**config.mk**
```make
export PLATFORM = sky130hd
export DESIGN_NAME = lcg48_random_draw_unit
export DESIGN_NICKNAME = d
export VERILOG_FILES = /design/src/rtl/lcg48_pkg.sv /design/src/rtl/lcg48_ctrl.sv /design/src/rtl/lcg48_dp.sv /design/src/rtl/lcg48_random_draw_unit.sv
export SDC_FILE = /design/constraint.sdc
export NUM_CORES = 2
export LEC_CHECK = 0
export BUFFER_PORTS_ARGS = -buffer_cell sky130_fd_sc_hd__buf_2
export CAP_MARGIN = 20
export CELL_PAD_IN_SITES_DETAIL_PLACEMENT = 0
export CELL_PAD_IN_SITES_GLOBAL_PLACEMENT = 1
export CORE_MARGIN = 5
export CORE_UTILIZATION = 40
export CTS_CLUSTER_SIZE = 28
export DETAILED_ROUTE_END_ITERATION = 7
export PLACE_DENSITY_LB_ADDON = 0.3
export SLEW_MARGIN = 20
export SYNTH_ARGS = -nofsm -noshare
export SYNTH_HDL_FRONTEND = slang
export SYNTH_SLANG_ARGS = --single-unit
export TNS_END_PERCENT = 100
```
**constraint.sdc**
```tcl
create_clock -name clock -period 11.8 [get_ports clock]
set_input_delay 1.18 -clock clock [delete_from_list [all_inputs] [get_ports clock]]
set_output_delay 1.18 -clock clock [all_outputs]
set_load 0.1 [all_outputs]
```
**src/rtl/lcg48_pkg.sv**
```systemverilog
// Shared types, constants and helpers for the 48-bit LCG draw unit.
// No dependencies; used by lcg48_ctrl, lcg48_dp and lcg48_random_draw_unit.
package lcg48_pkg;

   // Field and state widths
   localparam int StateWidth = 48;
   localparam int RawWidth   = 31;
   localparam int RawLsb     = 17;
   localparam int WordWidth  = 32;
   localparam int CfgWidth   = 16;
   localparam int CsrIdWidth = 1;
   localparam int CmdWidth   = 3;
   localparam int StatWidth  = 2;
   localparam int MulWords   = 3;
   localparam int StepWidth  = $clog2(RawWidth);

   // Register reset values
   localparam logic [CfgWidth-1:0] AddendReset  = 16'd11;
   localparam logic [CfgWidth-1:0] SeedLowReset = 16'd13070;

   // Special operand values
   localparam logic [WordWidth-1:0] SeedAllOnes  = 32'hFFFF_FFFF;
   localparam logic [WordWidth-1:0] SpanMaxInt   = 32'h7FFF_FFFF;
   localparam logic [WordWidth-1:0] SpanMinusOne = 32'hFFFF_FFFF;

   typedef enum logic [CmdWidth-1:0] {
      CMD_RESEED  = 3'd0,
      CMD_LOAD    = 3'd1,
      CMD_RAW     = 3'd2,
      CMD_RANGE   = 3'd3,
      CMD_BOUNDED = 3'd4
   } cmd_type;

   typedef enum logic [StatWidth-1:0] {
      STATUS_OK       = 2'd0,
      STATUS_SPAN_MAX = 2'd1,
      STATUS_ZERO_MOD = 2'd2
   } status_type;

   typedef enum logic [CsrIdWidth-1:0] {
      CSR_ADDEND   = 1'b0,
      CSR_SEED_LOW = 1'b1
   } csr_index_type;

   typedef enum logic [2:0] {
      ST_IDLE,
      ST_EXEC,
      ST_MUL,
      ST_COMMIT,
      ST_RANGE,
      ST_DIV,
      ST_DONE
   } ctrl_state_type;

   // Controller to datapath
   typedef struct packed {
      logic       capture;
      logic       seed_set;
      logic       load_set;
      logic       mul_start;
      logic       mul_step;
      logic [1:0] mul_sel;
      logic       commit;
      logic       range_mul;
      logic       div_step;
      logic       out_load;
   } dp_cmd_type;

   // Datapath to controller
   typedef struct packed {
      cmd_type cmd;
      logic    out_busy;
   } dp_status_type;

   // 16-bit words of the multiplier 0x5DEECE66D, low word first
   function automatic logic [CfgWidth-1:0] mult_word(input logic [1:0] sel);
      logic [CfgWidth-1:0] w;
      case (sel)
         2'd0: begin
            w = 16'hE66D;
         end
         2'd1: begin
            w = 16'hDEEC;
         end
         default: begin
            w = 16'h0005;
         end
      endcase
      return w;
   endfunction

endpackage

```
**src/rtl/lcg48_ctrl.sv**
```systemverilog
// Sequencer for the LCG draw unit: accept, reseed or load, multiply steps, range or divide steps, result.
// Depends on lcg48_pkg; drives lcg48_dp through dp_cmd_type.
module lcg48_ctrl (
   input  logic                     clock,
   input  logic                     reset,
   input  logic                     req_valid,
   output logic                     req_ready,
   input  lcg48_pkg::dp_status_type dp_status,
   output lcg48_pkg::dp_cmd_type    dp_cmd
);

   lcg48_pkg::ctrl_state_type state_ff, state_in;
   logic [lcg48_pkg::StepWidth-1:0] step_ff, step_in;
   logic mul_last, div_last;

   assign mul_last = (step_ff == lcg48_pkg::StepWidth'(lcg48_pkg::MulWords - 1));
   assign div_last = (step_ff == lcg48_pkg::StepWidth'(lcg48_pkg::RawWidth - 1));

   // State and step counter registers
   always_ff @(posedge clock) begin
      if (reset) begin
         state_ff <= lcg48_pkg::ST_IDLE;
         step_ff  <= '0;
      end else begin
         state_ff <= state_in;
         step_ff  <= step_in;
      end
   end

   // Step counter restarts on every state change
   assign step_in = (state_in != state_ff) ? '0 : step_ff + 1'b1;

   // Next state
   always_comb begin
      state_in = state_ff;
      case (state_ff)
         lcg48_pkg::ST_IDLE: begin
            if (req_valid) state_in = lcg48_pkg::ST_EXEC;
         end
         lcg48_pkg::ST_EXEC: begin
            case (dp_status.cmd)
               lcg48_pkg::CMD_RAW,
               lcg48_pkg::CMD_RANGE,
               lcg48_pkg::CMD_BOUNDED: begin
                  state_in = lcg48_pkg::ST_MUL;
               end
               default: begin
                  state_in = lcg48_pkg::ST_DONE;
               end
            endcase
         end
         lcg48_pkg::ST_MUL: begin
            if (mul_last) state_in = lcg48_pkg::ST_COMMIT;
         end
         lcg48_pkg::ST_COMMIT: begin
            case (dp_status.cmd)
               lcg48_pkg::CMD_RANGE: begin
                  state_in = lcg48_pkg::ST_RANGE;
               end
               lcg48_pkg::CMD_BOUNDED: begin
                  state_in = lcg48_pkg::ST_DIV;
               end
               default: begin
                  state_in = lcg48_pkg::ST_DONE;
               end
            endcase
         end
         lcg48_pkg::ST_RANGE: begin
            state_in = lcg48_pkg::ST_DONE;
         end
         lcg48_pkg::ST_DIV: begin
            if (div_last) state_in = lcg48_pkg::ST_DONE;
         end
         lcg48_pkg::ST_DONE: begin
            if (!dp_status.out_busy) state_in = lcg48_pkg::ST_IDLE;
         end
         default: begin
            state_in = lcg48_pkg::ST_IDLE;
         end
      endcase
   end

   // Outputs
   always_comb begin
      req_ready = 1'b0;
      dp_cmd    = '0;
      case (state_ff)
         lcg48_pkg::ST_IDLE: begin
            req_ready      = 1'b1;
            dp_cmd.capture = req_valid;
         end
         lcg48_pkg::ST_EXEC: begin
            case (dp_status.cmd)
               lcg48_pkg::CMD_RESEED: begin
                  dp_cmd.seed_set = 1'b1;
               end
               lcg48_pkg::CMD_LOAD: begin
                  dp_cmd.load_set = 1'b1;
               end
               lcg48_pkg::CMD_RAW,
               lcg48_pkg::CMD_RANGE,
               lcg48_pkg::CMD_BOUNDED: begin
                  dp_cmd.mul_start = 1'b1;
               end
               default: begin
                  dp_cmd.mul_start = 1'b0;
               end
            endcase
         end
         lcg48_pkg::ST_MUL: begin
            dp_cmd.mul_step = 1'b1;
            dp_cmd.mul_sel  = step_ff[1:0];
         end
         lcg48_pkg::ST_COMMIT: begin
            dp_cmd.commit = 1'b1;
         end
         lcg48_pkg::ST_RANGE: begin
            dp_cmd.range_mul = 1'b1;
         end
         lcg48_pkg::ST_DIV: begin
            dp_cmd.div_step = 1'b1;
         end
         lcg48_pkg::ST_DONE: begin
            dp_cmd.out_load = !dp_status.out_busy;
         end
         default: begin
            req_ready = 1'b0;
         end
      endcase
   end

endmodule

```
**src/rtl/lcg48_dp.sv**
```systemverilog
// Datapath of the LCG draw unit: config registers, generator state, word-serial
// multiply, range product, bit-serial remainder and output register. Uses lcg48_pkg.
module lcg48_dp (
   input  logic                                clock,
   input  logic                                reset,
   input  logic                                csr_write_enable,
   input  logic [lcg48_pkg::CsrIdWidth-1:0]    csr_index,
   input  logic [lcg48_pkg::CfgWidth-1:0]      csr_write_data,
   input  logic [lcg48_pkg::CmdWidth-1:0]      req_command,
   input  logic [lcg48_pkg::WordWidth-1:0]     req_seed_value,
   input  logic [lcg48_pkg::StateWidth-1:0]    req_state_value,
   input  logic [lcg48_pkg::RawWidth-1:0]      req_range_size,
   input  logic signed [lcg48_pkg::WordWidth-1:0] req_low_bound,
   input  logic signed [lcg48_pkg::WordWidth-1:0] req_high_bound,
   output logic                                rsp_valid,
   input  logic                                rsp_ready,
   output logic signed [lcg48_pkg::WordWidth-1:0] rsp_value,
   output logic [lcg48_pkg::StatWidth-1:0]     rsp_status,
   output logic [lcg48_pkg::StateWidth-1:0]    rsp_state_word,
   input  lcg48_pkg::dp_cmd_type               dp_cmd,
   output lcg48_pkg::dp_status_type            dp_status
);

   localparam int SW = lcg48_pkg::StateWidth;
   localparam int RW = lcg48_pkg::RawWidth;
   localparam int WW = lcg48_pkg::WordWidth;
   localparam int PW = 2 * RW;

   // Config registers
   logic [lcg48_pkg::CfgWidth-1:0] addend_ff, seed_low_ff;

   // Latched transaction
   lcg48_pkg::cmd_type cmd_ff;
   logic [WW-1:0]      seed_ff;
   logic [SW-1:0]      load_ff;
   logic [RW-1:0]      range_ff;
   logic [WW-1:0]      low_ff;
   logic [WW-1:0]      span_ff;

   // Working registers
   logic [SW-1:0] gen_state_ff;
   logic [SW-1:0] acc_ff, acc_in;
   logic [WW-1:0] mag_ff;
   logic [PW-1:0] prod_ff;
   logic [RW-1:0] quot_ff;
   logic [RW-1:0] rem_ff, rem_in;

   // Output register
   logic          rsp_valid_ff;
   logic [WW-1:0] rsp_value_ff, rsp_value_in;
   lcg48_pkg::status_type rsp_status_ff, rsp_status_in;
   logic [SW-1:0] rsp_state_ff;

   logic [RW-1:0] raw;
   logic [WW-1:0] seed_eff;
   logic [WW-1:0] span_inc;
   logic [63:0]   part_prod;
   logic [SW-1:0] part_shift;
   logic [WW-1:0] rem_shift;

   assign raw = gen_state_ff[SW-1:lcg48_pkg::RawLsb];

   // Config writes
   always_ff @(posedge clock) begin
      if (reset) begin
         addend_ff   <= lcg48_pkg::AddendReset;
         seed_low_ff <= lcg48_pkg::SeedLowReset;
      end else if (csr_write_enable) begin
         if (csr_index == lcg48_pkg::CSR_ADDEND) addend_ff <= csr_write_data;
         else seed_low_ff <= csr_write_data;
      end
   end

   // Transaction capture
   always_ff @(posedge clock) begin
      if (dp_cmd.capture) begin
         cmd_ff   <= lcg48_pkg::cmd_type'(req_command);
         seed_ff  <= req_seed_value;
         load_ff  <= req_state_value;
         range_ff <= req_range_size;
         low_ff   <= req_low_bound;
         span_ff  <= req_high_bound - req_low_bound;
      end
   end

   // Reseed value, with an all-ones seed treated as zero
   assign seed_eff = (seed_ff == lcg48_pkg::SeedAllOnes) ? '0 : seed_ff;

   // Generator state
   always_ff @(posedge clock) begin
      if (reset) begin
         gen_state_ff <= '0;
      end else if (dp_cmd.seed_set) begin
         gen_state_ff <= {seed_eff, seed_low_ff};
      end else if (dp_cmd.load_set) begin
         gen_state_ff <= load_ff;
      end else if (dp_cmd.commit) begin
         gen_state_ff <= acc_ff;
      end
   end

   // One 48x16 partial product per cycle, placed at its word offset mod 2^48
   assign part_prod = 64'(gen_state_ff) * 64'(lcg48_pkg::mult_word(dp_cmd.mul_sel));
   always_comb begin
      case (dp_cmd.mul_sel)
         2'd0: begin
            part_shift = part_prod[SW-1:0];
         end
         2'd1: begin
            part_shift = {part_prod[SW-17:0], 16'h0000};
         end
         default: begin
            part_shift = {part_prod[SW-33:0], 32'h0000_0000};
         end
      endcase
   end
   assign acc_in = acc_ff + part_shift;

   // Divisor magnitude |span + 1|
   assign span_inc = span_ff + 1'b1;

   always_ff @(posedge clock) begin
      if (dp_cmd.mul_start) begin
         acc_ff <= SW'(addend_ff);
         mag_ff <= span_inc[WW-1] ? (~span_inc + 1'b1) : span_inc;
      end else if (dp_cmd.mul_step) begin
         acc_ff <= acc_in;
      end
   end

   // Range product
   always_ff @(posedge clock) begin
      if (dp_cmd.range_mul) prod_ff <= PW'(raw) * PW'(range_ff);
   end

   // Restoring remainder, one dividend bit per cycle
   assign rem_shift = {rem_ff, quot_ff[RW-1]};
   assign rem_in = (rem_shift >= mag_ff) ? RW'(rem_shift - mag_ff) : RW'(rem_shift);

   always_ff @(posedge clock) begin
      if (dp_cmd.commit) begin
         quot_ff <= acc_ff[SW-1:lcg48_pkg::RawLsb];
         rem_ff  <= '0;
      end else if (dp_cmd.div_step) begin
         quot_ff <= {quot_ff[RW-2:0], 1'b0};
         rem_ff  <= rem_in;
      end
   end

   // Result selection
   always_comb begin
      rsp_value_in  = '0;
      rsp_status_in = lcg48_pkg::STATUS_OK;
      case (cmd_ff)
         lcg48_pkg::CMD_RAW: begin
            rsp_value_in = WW'(raw);
         end
         lcg48_pkg::CMD_RANGE: begin
            rsp_value_in = WW'(prod_ff[PW-1:RW]);
         end
         lcg48_pkg::CMD_BOUNDED: begin
            if (span_ff == lcg48_pkg::SpanMaxInt) begin
               rsp_value_in  = WW'(raw);
               rsp_status_in = lcg48_pkg::STATUS_SPAN_MAX;
            end else if (span_ff == lcg48_pkg::SpanMinusOne) begin
               rsp_value_in  = WW'(raw);
               rsp_status_in = lcg48_pkg::STATUS_ZERO_MOD;
            end else begin
               rsp_value_in = low_ff + WW'(rem_ff);
            end
         end
         default: begin
            rsp_value_in = '0;
         end
      endcase
   end

   // Output register
   always_ff @(posedge clock) begin
      if (reset) begin
         rsp_valid_ff <= 1'b0;
      end else if (dp_cmd.out_load) begin
         rsp_valid_ff <= 1'b1;
      end else if (rsp_ready) begin
         rsp_valid_ff <= 1'b0;
      end
   end

   always_ff @(posedge clock) begin
      if (dp_cmd.out_load) begin
         rsp_value_ff  <= rsp_value_in;
         rsp_status_ff <= rsp_status_in;
         rsp_state_ff  <= gen_state_ff;
      end
   end

   assign rsp_valid          = rsp_valid_ff;
   assign rsp_value          = rsp_value_ff;
   assign rsp_status         = rsp_status_ff;
   assign rsp_state_word     = rsp_state_ff;
   assign dp_status.cmd      = cmd_ff;
   assign dp_status.out_busy = rsp_valid_ff && !rsp_ready;

endmodule

```
**src/rtl/lcg48_random_draw_unit.sv**
```systemverilog
// Top level of the 48-bit LCG draw unit: controller plus datapath.
// Depends on lcg48_pkg, lcg48_ctrl and lcg48_dp.
//
//   Channel   Direction  Handshake                  Payload
//   req_*     in         req_valid / req_ready      command, seed, state, range, bounds
//   rsp_*     out        rsp_valid / rsp_ready      value, status, state_word
//   csr_*     in         csr_write_enable           csr_index, csr_write_data
//
// One transaction at a time. After the accept, reseed, load and unknown commands pass
// exec and done, which loads the result register; draws pass exec, the multiply steps,
// commit, range (range draw) or divide steps (bounded draw), then done; idle follows.
// The draw cost is set by the 3-step word-serial multiply and the 31-step
// restoring remainder. A finished result waits in the output register while
// the next transaction is taken; it stalls only if that register is still full.
// Synchronous reset clears the state to zero and the registers to their defaults.
module lcg48_random_draw_unit (
   input  logic                                   clock,
   input  logic                                   reset,
   input  logic                                   csr_write_enable,
   input  logic [lcg48_pkg::CsrIdWidth-1:0]       csr_index,
   input  logic [lcg48_pkg::CfgWidth-1:0]         csr_write_data,
   input  logic                                   req_valid,
   output logic                                   req_ready,
   input  logic [lcg48_pkg::CmdWidth-1:0]         req_command,
   input  logic [lcg48_pkg::WordWidth-1:0]        req_seed_value,
   input  logic [lcg48_pkg::StateWidth-1:0]       req_state_value,
   input  logic [lcg48_pkg::RawWidth-1:0]         req_range_size,
   input  logic signed [lcg48_pkg::WordWidth-1:0] req_low_bound,
   input  logic signed [lcg48_pkg::WordWidth-1:0] req_high_bound,
   output logic                                   rsp_valid,
   input  logic                                   rsp_ready,
   output logic signed [lcg48_pkg::WordWidth-1:0] rsp_value,
   output logic [lcg48_pkg::StatWidth-1:0]        rsp_status,
   output logic [lcg48_pkg::StateWidth-1:0]       rsp_state_word
);

   lcg48_pkg::dp_cmd_type    dp_cmd;
   lcg48_pkg::dp_status_type dp_status;

   // Sequencer
   lcg48_ctrl u_ctrl (
      .clock     (clock),
      .reset     (reset),
      .req_valid (req_valid),
      .req_ready (req_ready),
      .dp_status (dp_status),
      .dp_cmd    (dp_cmd)
   );

   // Datapath
   lcg48_dp u_dp (
      .clock            (clock),
      .reset            (reset),
      .csr_write_enable (csr_write_enable),
      .csr_index        (csr_index),
      .csr_write_data   (csr_write_data),
      .req_command      (req_command),
      .req_seed_value   (req_seed_value),
      .req_state_value  (req_state_value),
      .req_range_size   (req_range_size),
      .req_low_bound    (req_low_bound),
      .req_high_bound   (req_high_bound),
      .rsp_valid        (rsp_valid),
      .rsp_ready        (rsp_ready),
      .rsp_value        (rsp_value),
      .rsp_status       (rsp_status),
      .rsp_state_word   (rsp_state_word),
      .dp_cmd           (dp_cmd),
      .dp_status        (dp_status)
   );

endmodule

```
Yosys cells after proc, flatten, opt, wreduce, memory -nomap -nowiden
Index checks and enable logic that the tools add are counted.
W data, S select, Z words.
{ "word_totals": {"regBits": 553, "inputBits": 200, "out_inout_bits": 84, "wordCells": 105} }
{ "classes": {"order_cmp": 1, "multipliers": 2, "muxes": 37, "n_eq_ne": 17, "addsub": 7, "bitwise": 3, "reduce_logical": 15} }
{ "ops": {"columns": ["cell", "n"], "rows": [
  ["$mux W48", 3],
  ["$mux W31", 4],
  ["$mux W32", 3],
  ["$pmux W32 S3", 1],
  ["$pmux W48 S2", 1],
  ["$add A32 B1 Y32 const B", 2],
  ["$eq A32 B32 Y1 const B", 2],
  ["$mul A31 B31 Y62", 1],
  ["$add A48 B48 Y48", 1],
  ["$mul A48 B16 Y48", 1],
  ["$add A32 B31 Y32", 1],
  ["$eq A32 B31 Y1 const B", 1],
  ["$ge A32 B32 Y1", 1],
  ["$mux W16", 2],
  ["$not A32 Y32", 1],
  ["$pmux W16 S2", 1],
  ["$sub A32 B32 Y32", 1],
  ["$sub A31 B31 Y31", 1],
  ["$mux W3", 7],
  ["$pmux W3 S7", 1],
  ["$eq A3 B2 Y1 const B", 4],
  ["$eq A3 B3 Y1 const B", 4],
  ["$mux W1", 12],
  ["$eq A3 B1 Y1 const B", 2],
  ["17 further kinds", 24]
]} }

Logic depth before layout (Yosys ltp)
{ "logic_depth": {"word_depth": 9, "ltp_mapped": 45} }

Hierarchy
A second synthesis with hierarchy kept.
{ "hier_totals": {"hier_cells": 7697, "hier_area_um2": 72822.3} }
{ "modules_own_cells": {"columns": ["mod", "area_per_inst_um2", "cells_each", "n_inst"], "rows": [
  ["lcg48_dp", 72289.3, 7636, 1],
  ["lcg48_ctrl", 533.0, 61, 1]
]} }

Worst setup path before layout
OpenSTA, ideal clock, no wires.
{ "synth_timing": {"path_type": "register to register", "from": "register u_ctrl.state_ff[1]", "to": "register u_dp.acc_ff[46]", "arrival_time_ns": 9.249, "path_stages_with_launch": 42, "path_slack_ns": 2.420, "synth_period_minus_slack_ns": 9.380, "path_buffers": 4, "setup_time_ns": 0.131, "t_required_ns": 11.669, "path_cell_list": "dfxtp_1 -> nor3b_1 -> nand2_1 -> clkbuf_1 -> nor2_1 -> clkbuf_1 -> buf_1 -> nand2_1 -> inv_1 -> ha_1 -> inv_1 -> fa_1 -> inv_1 -> fa_1 -> fa_1 -> fa_1 -> inv_1 -> fa_1 -> (+6 left out) -> o21ai_0 -> or2_2 -> a211oi_1 -> a21o_1 -> xnor2_1 -> a211oi_1 -> nor2_1 -> ha_1 -> clkbuf_1 -> a21o_1 -> a21o_1 -> or4bb_1 -> o21bai_1 -> o31ai_1 -> a21o_1 -> a21oi_1 -> xor2_1 -> o21ai_0"} }
{ "synth_via": {"elab_chain_cells": 7} }
{ "synth_rtl": {"columns": ["element", "line_no", "rtl"], "rows": [
  ["start: declaration", "lcg48_ctrl.sv:12", "lcg48_pkg::ctrl_state_type state_ff, state_in;"],
  ["start signal: assignment", "lcg48_ctrl.sv:22", "state_ff <= lcg48_pkg::ST_IDLE;"],
  ["start signal: assignment", "lcg48_ctrl.sv:25", "state_ff <= state_in;"],
  ["$eq A3 B2 Y1", "lcg48_ctrl.sv:87", "case (state_ff)"],
  ["$mux W3", "lcg48_ctrl.sv:87", null],
  ["$eq A2 B1 Y1 / $logic_not A2 Y1 (equally long branches)", "lcg48_pkg.sv:78, lcg48_dp.sv:105", null],
  ["$pmux W16 S2", "lcg48_pkg.sv:78", "case (sel)"],
  ["$mul A48 B16 Y48", "lcg48_dp.sv:103", "assign part_prod = 64'(gen_state_ff) * 64'(lcg48_pkg::mult_word(dp_cmd.mul_sel));"],
  ["$pmux W48 S2", "lcg48_dp.sv:105", "case (dp_cmd.mul_sel)"],
  ["$add A48 B48 Y48", "lcg48_dp.sv:117", "assign acc_in = acc_ff + part_shift;"],
  ["end signal: assignment", "lcg48_dp.sv:124", "acc_ff <= SW'(addend_ff);"],
  ["end signal: assignment", "lcg48_dp.sv:127", "acc_ff <= acc_in;"],
  ["end: declaration", "lcg48_dp.sv:42", "logic [SW-1:0] acc_ff, acc_in;"]
]} }
Several ways; a longest one is shown, not always the timed one.
A chain may end at the register's enable or synchronous reset.

Worst setup path in the final report
{ "layout_timing": {"from": "register u_ctrl.state_ff[1]", "to": "register u_dp.acc_ff[43]"} }
The elaborated chain is that of the path after synthesis.

==> impl_metrics.toml <==
[floorplanning]
rows = 155
fp.dieW_um = 435
io_pins = 284
die_area_um2 = 189000
initial_core_util_pct = 40.3
core_area_um2 = 179000
die_y_um = 435

[drt]
drtIter0Drc = 3835
avgViaCountPerCell = 5.29
drt_drc_violations_left = 0
drt_wl_total_mm = 230
vias = 54229
drt-wirelength-per-cell_um = 22.4
drtAntennaViolNets = 0
drtPass1Iterations = 6

[clock_network]
hold_buffers = 0
cts_made_buffers = 70
clk_latency_ns = 0.73
cts_max_level = 3
cts_tree = "done"
post_cts_buffers = 0
cts.sinks = 522
cts_resized = 0
clock_path_buffers = 3
cts_root_buf = "clkbuf_16"
cts.clk_slew.worst_paths_ns = 0.07

[min_path]
hold_class = "reg2reg"
whs_path_depth = 2
min_to = "u_dp.seed_low_ff[5]"
min_from = "u_dp.seed_low_ff[5]"

[critical_path]
worst_r2r_path_depth = 37
crit_type = "reg2reg"
r2r_end = "u_dp.acc_ff[43]"
critical-path-max-stage-delay_ns = 0.70
cp-start-kind = "register"
crit_path_end_kind = "register"
critical_path_arrival_ns = 11.70
cp_common_cell = "fa_1"
worstPathMaxFanout = 27
worst_path_max_delay_cell = "nor3b_2"
cp.required_ns = 12.45
r2r_start = "u_ctrl.state_ff[1]"
r2r_slack_ns = 0.75

[timing]
finalMaxSlewViolations = 0
clock.fmax_ghz = 0.0905
setup_tns_ns = 0
timing.final.crit_share_pct = 93.7
relSlewSlack_pct = 21.2
setup_viol = 0
skew_ns = 0.0576
min_period_ns = 11.05
rsz0062_at_grt = "no"
hold_viol_final = 0
max_slew.worst_pin.slew_ns = 1.18

[power]
power_mw = 14.4
p_per_area_nw_per_um2 = 184
p_leak_nw = 37.0
vdd_drop_max_mv = 0.236

[logic_synthesis]
postSynthCellCount = 7732
async_reset_ff_share_pct = 0
synth_warnings = 0
ys_seq_elements = 522
synth_area_per_cell_um2 = 9.33
ys_types = 84
ys_seq_area_share_pct = 19.6
syn-num-nets = 9737
syn-cell-area_um2 = 72100
yosys_most_used_dff = "edfxtp_1"
synth_edf_count = 370

[placed_design]
hpwl_mm = 178
gp_congestion = 0.912
io_buffer_count = 283
dp_cells = 10114

[status]
status = "completed"

[global_routing]
antenna_found_initial = 10
grt_pass1_vias = 57812
grt_max_degree = 75
gr-total-overflow = 0
track_usage_pct = 24.8
grt_pass1_wl_mm = 354

[cells_and_area]
area_delta_synth_final_pct = 8.78
final_nets = 9836
instances_no_fill = 10248
drive_gt1_share_pct = 7.52
finalCoreUtilization_pct = 43.9
fillers = 17580

[run]
drv_cap = 0
stage by stage:
| step | setup slack [ns] | hold slack [ns] | cell area (um^2) |
|---|---|---|---|
| 6_report | 0.748 | 0.460 | 78500 |
| 5_1_grt | 0.181 | 0.478 | 78400 |
| 4_1_cts | 0.995 | 0.462 | 78400 |
| 3_5_place_dp | 1.04 | 0.458 | 76100 |
| 3_3_place_gp | 1.17 | 0.451 | 76100 |
| 2_1_floorplan | 2.42 | 0.406 | 72100 |
placed cells by master, fill, tap and decap left out, types with 15 or more instances in the layout:
cell type,synthesis,routed
xnor2_1,200,200
nor3_1,53,52
a221oi_1,36,36
clkbuf_16,0,72
o31ai_1,15,15
and3_1,81,81
nand3b_1,16,16
nor2_1,281,273
a211oi_1,68,67
ha_1,586,586
o21a_1,34,34
nand2_1,1246,1243
inv_1,1525,1525
and2_1,273,271
o21ai_0,177,177
a22o_1,20,20
edfxtp_1,370,370
nor2b_1,58,57
xor2_1,98,98
fa_1,1219,1219
nand4_1,35,35
a21o_1,108,108
or2_2,17,17
clkbuf_1,348,15
a21oi_1,299,299
o211ai_1,15,15
o21bai_1,27,27
o22ai_1,21,21
nand2b_1,29,29
buf_2,3,283
nand3_1,56,56
mux2i_1,25,25
dfxtp_2,0,27
dfxtp_1,152,121
a31oi_1,30,30
a22oi_1,37,37
buf_4,3,118
state kept, by name, summed over array words and instances (netlist names):
signal               cells
u_dp.span_ff            32
u_ctrl.state_ff          3
u_dp.rsp_value          32
u_dp.addend_ff          16
u_dp.rsp_state_word     48
u_dp.load_ff            48
u_dp.cmd_ff              3
u_dp.acc_ff             48
u_dp.mag_ff             32
u_dp.low_ff             32
u_dp.rsp_status          2
u_dp.quot_ff            31
u_dp.rem_ff             31
u_dp.seed_ff            32
u_dp.prod_ff            31
u_dp.range_ff           31
u_dp.seed_low_ff        16
u_dp.rsp_valid           1
u_dp.gen_state_ff       48
u_ctrl.step_ff           5
worst max-delay path: cells and delay by family, from the launching register on:
kind,cells,cell delay [ns]
buffers and inverters,4,0.49
flip-flops,1,0.63
XOR/XNOR,1,0.44
AO/OA/AOI/OAI,12,2.56
AND/OR/NAND/NOR,12,3.42
adder cells (fa/ha/maj),8,3.47
cell usage after synthesis, types with 15 or more instances:
cell / instances / area share (%)
o21ai_0: 177 / 1.2
o21bai_1: 27 / 0.28
xor2_1: 98 / 1.2
a21oi_1: 299 / 2.1
nor3_1: 53 / 0.37
ha_1: 586 / 10
buf_1: 18 / 0.094
nand2b_1: 29 / 0.25
fa_1: 1219 / 34
xnor2_1: 200 / 2.4
a21o_1: 108 / 1.1
inv_1: 1525 / 7.9
o31ai_1: 15 / 0.16
o211ai_1: 15 / 0.16
nand3b_1: 16 / 0.17
clkbuf_1: 348 / 1.8
or2_2: 17 / 0.15
mux2i_1: 25 / 0.35
a31oi_1: 30 / 0.26
nand2_1: 1246 / 6.5
nand3_1: 56 / 0.39
a22oi_1: 37 / 0.39
a221oi_1: 36 / 0.44
a211oi_1: 68 / 0.71
o21a_1: 34 / 0.35
nor2_1: 281 / 1.5
nor2b_1: 58 / 0.50
and2_1: 273 / 2.4
dfxtp_1: 152 / 4.2
a22o_1: 20 / 0.24
and3_1: 81 / 0.70
edfxtp_1: 370 / 15
nand4_1: 35 / 0.30
o22ai_1: 21 / 0.18
worst max path at each step:
stage	start	endpoint	depth (start not counted)
2_1_floorplan	u_ctrl.state_ff[1]	u_dp.acc_ff[46]	41
3_3_place_gp	u_ctrl.state_ff[1]	u_dp.acc_ff[43]	37
3_5_place_dp	u_ctrl.state_ff[1]	u_dp.acc_ff[43]	37
4_1_cts	u_ctrl.state_ff[1]	u_dp.acc_ff[43]	37
5_1_grt	u_ctrl.state_ff[1]	u_dp.acc_ff[43]	37
6_report	u_ctrl.state_ff[1]	u_dp.acc_ff[43]	37
power by group:
part | internal (mW) | switching [mW]
combinational | 3.59 | 5.79
clock | 1.32 | 0.946
sequential | 2.35 | 0.401
total | 7.26 | 7.14
metal layers:
layer,share of wire [%],track usage [%]
met3,5.7,3.39
met4,4.0,8.50
met5,0,0
met1,41,32.0
met2,49,42.9
layout make-up:
class | count | area [um^2] | area share [%]
diodes | 6 | 15.0 | 0.0191
clock buffers | 89 | 1890 | 2.40
clock inverters | 39 | 483 | 0.616
inverters | 1528 | 5740 | 7.31
multi-input cells | 5308 | 50900 | 64.9
flip-flops and latches | 522 | 14200 | 18.1
well taps | 2355 | 2950 | 3.76
repair buffers | 401 | 2300 | 2.93
kinds of logic (layout without fill, tap and decap cells):
| group | after synthesis | after routing | share of synthesized area (%) |
|---|---|---|---|
| AND/OR/NAND/NOR | 2198 | 2198 | 13.7 |
| buffers and inverters | 1902 | 2057 | 9.94 |
| adder cells (fa/ha/maj) | 1807 | 1807 | 44.0 |
| AO/OA/AOI/OAI | 978 | 978 | 8.72 |
| flip-flops | 522 | 522 | 19.6 |
| XOR/XNOR | 298 | 298 | 3.62 |
| multiplexers | 27 | 27 | 0.378 |
| other | 0 | 6 | 0 |
Power figures use the tool's default switching activity.
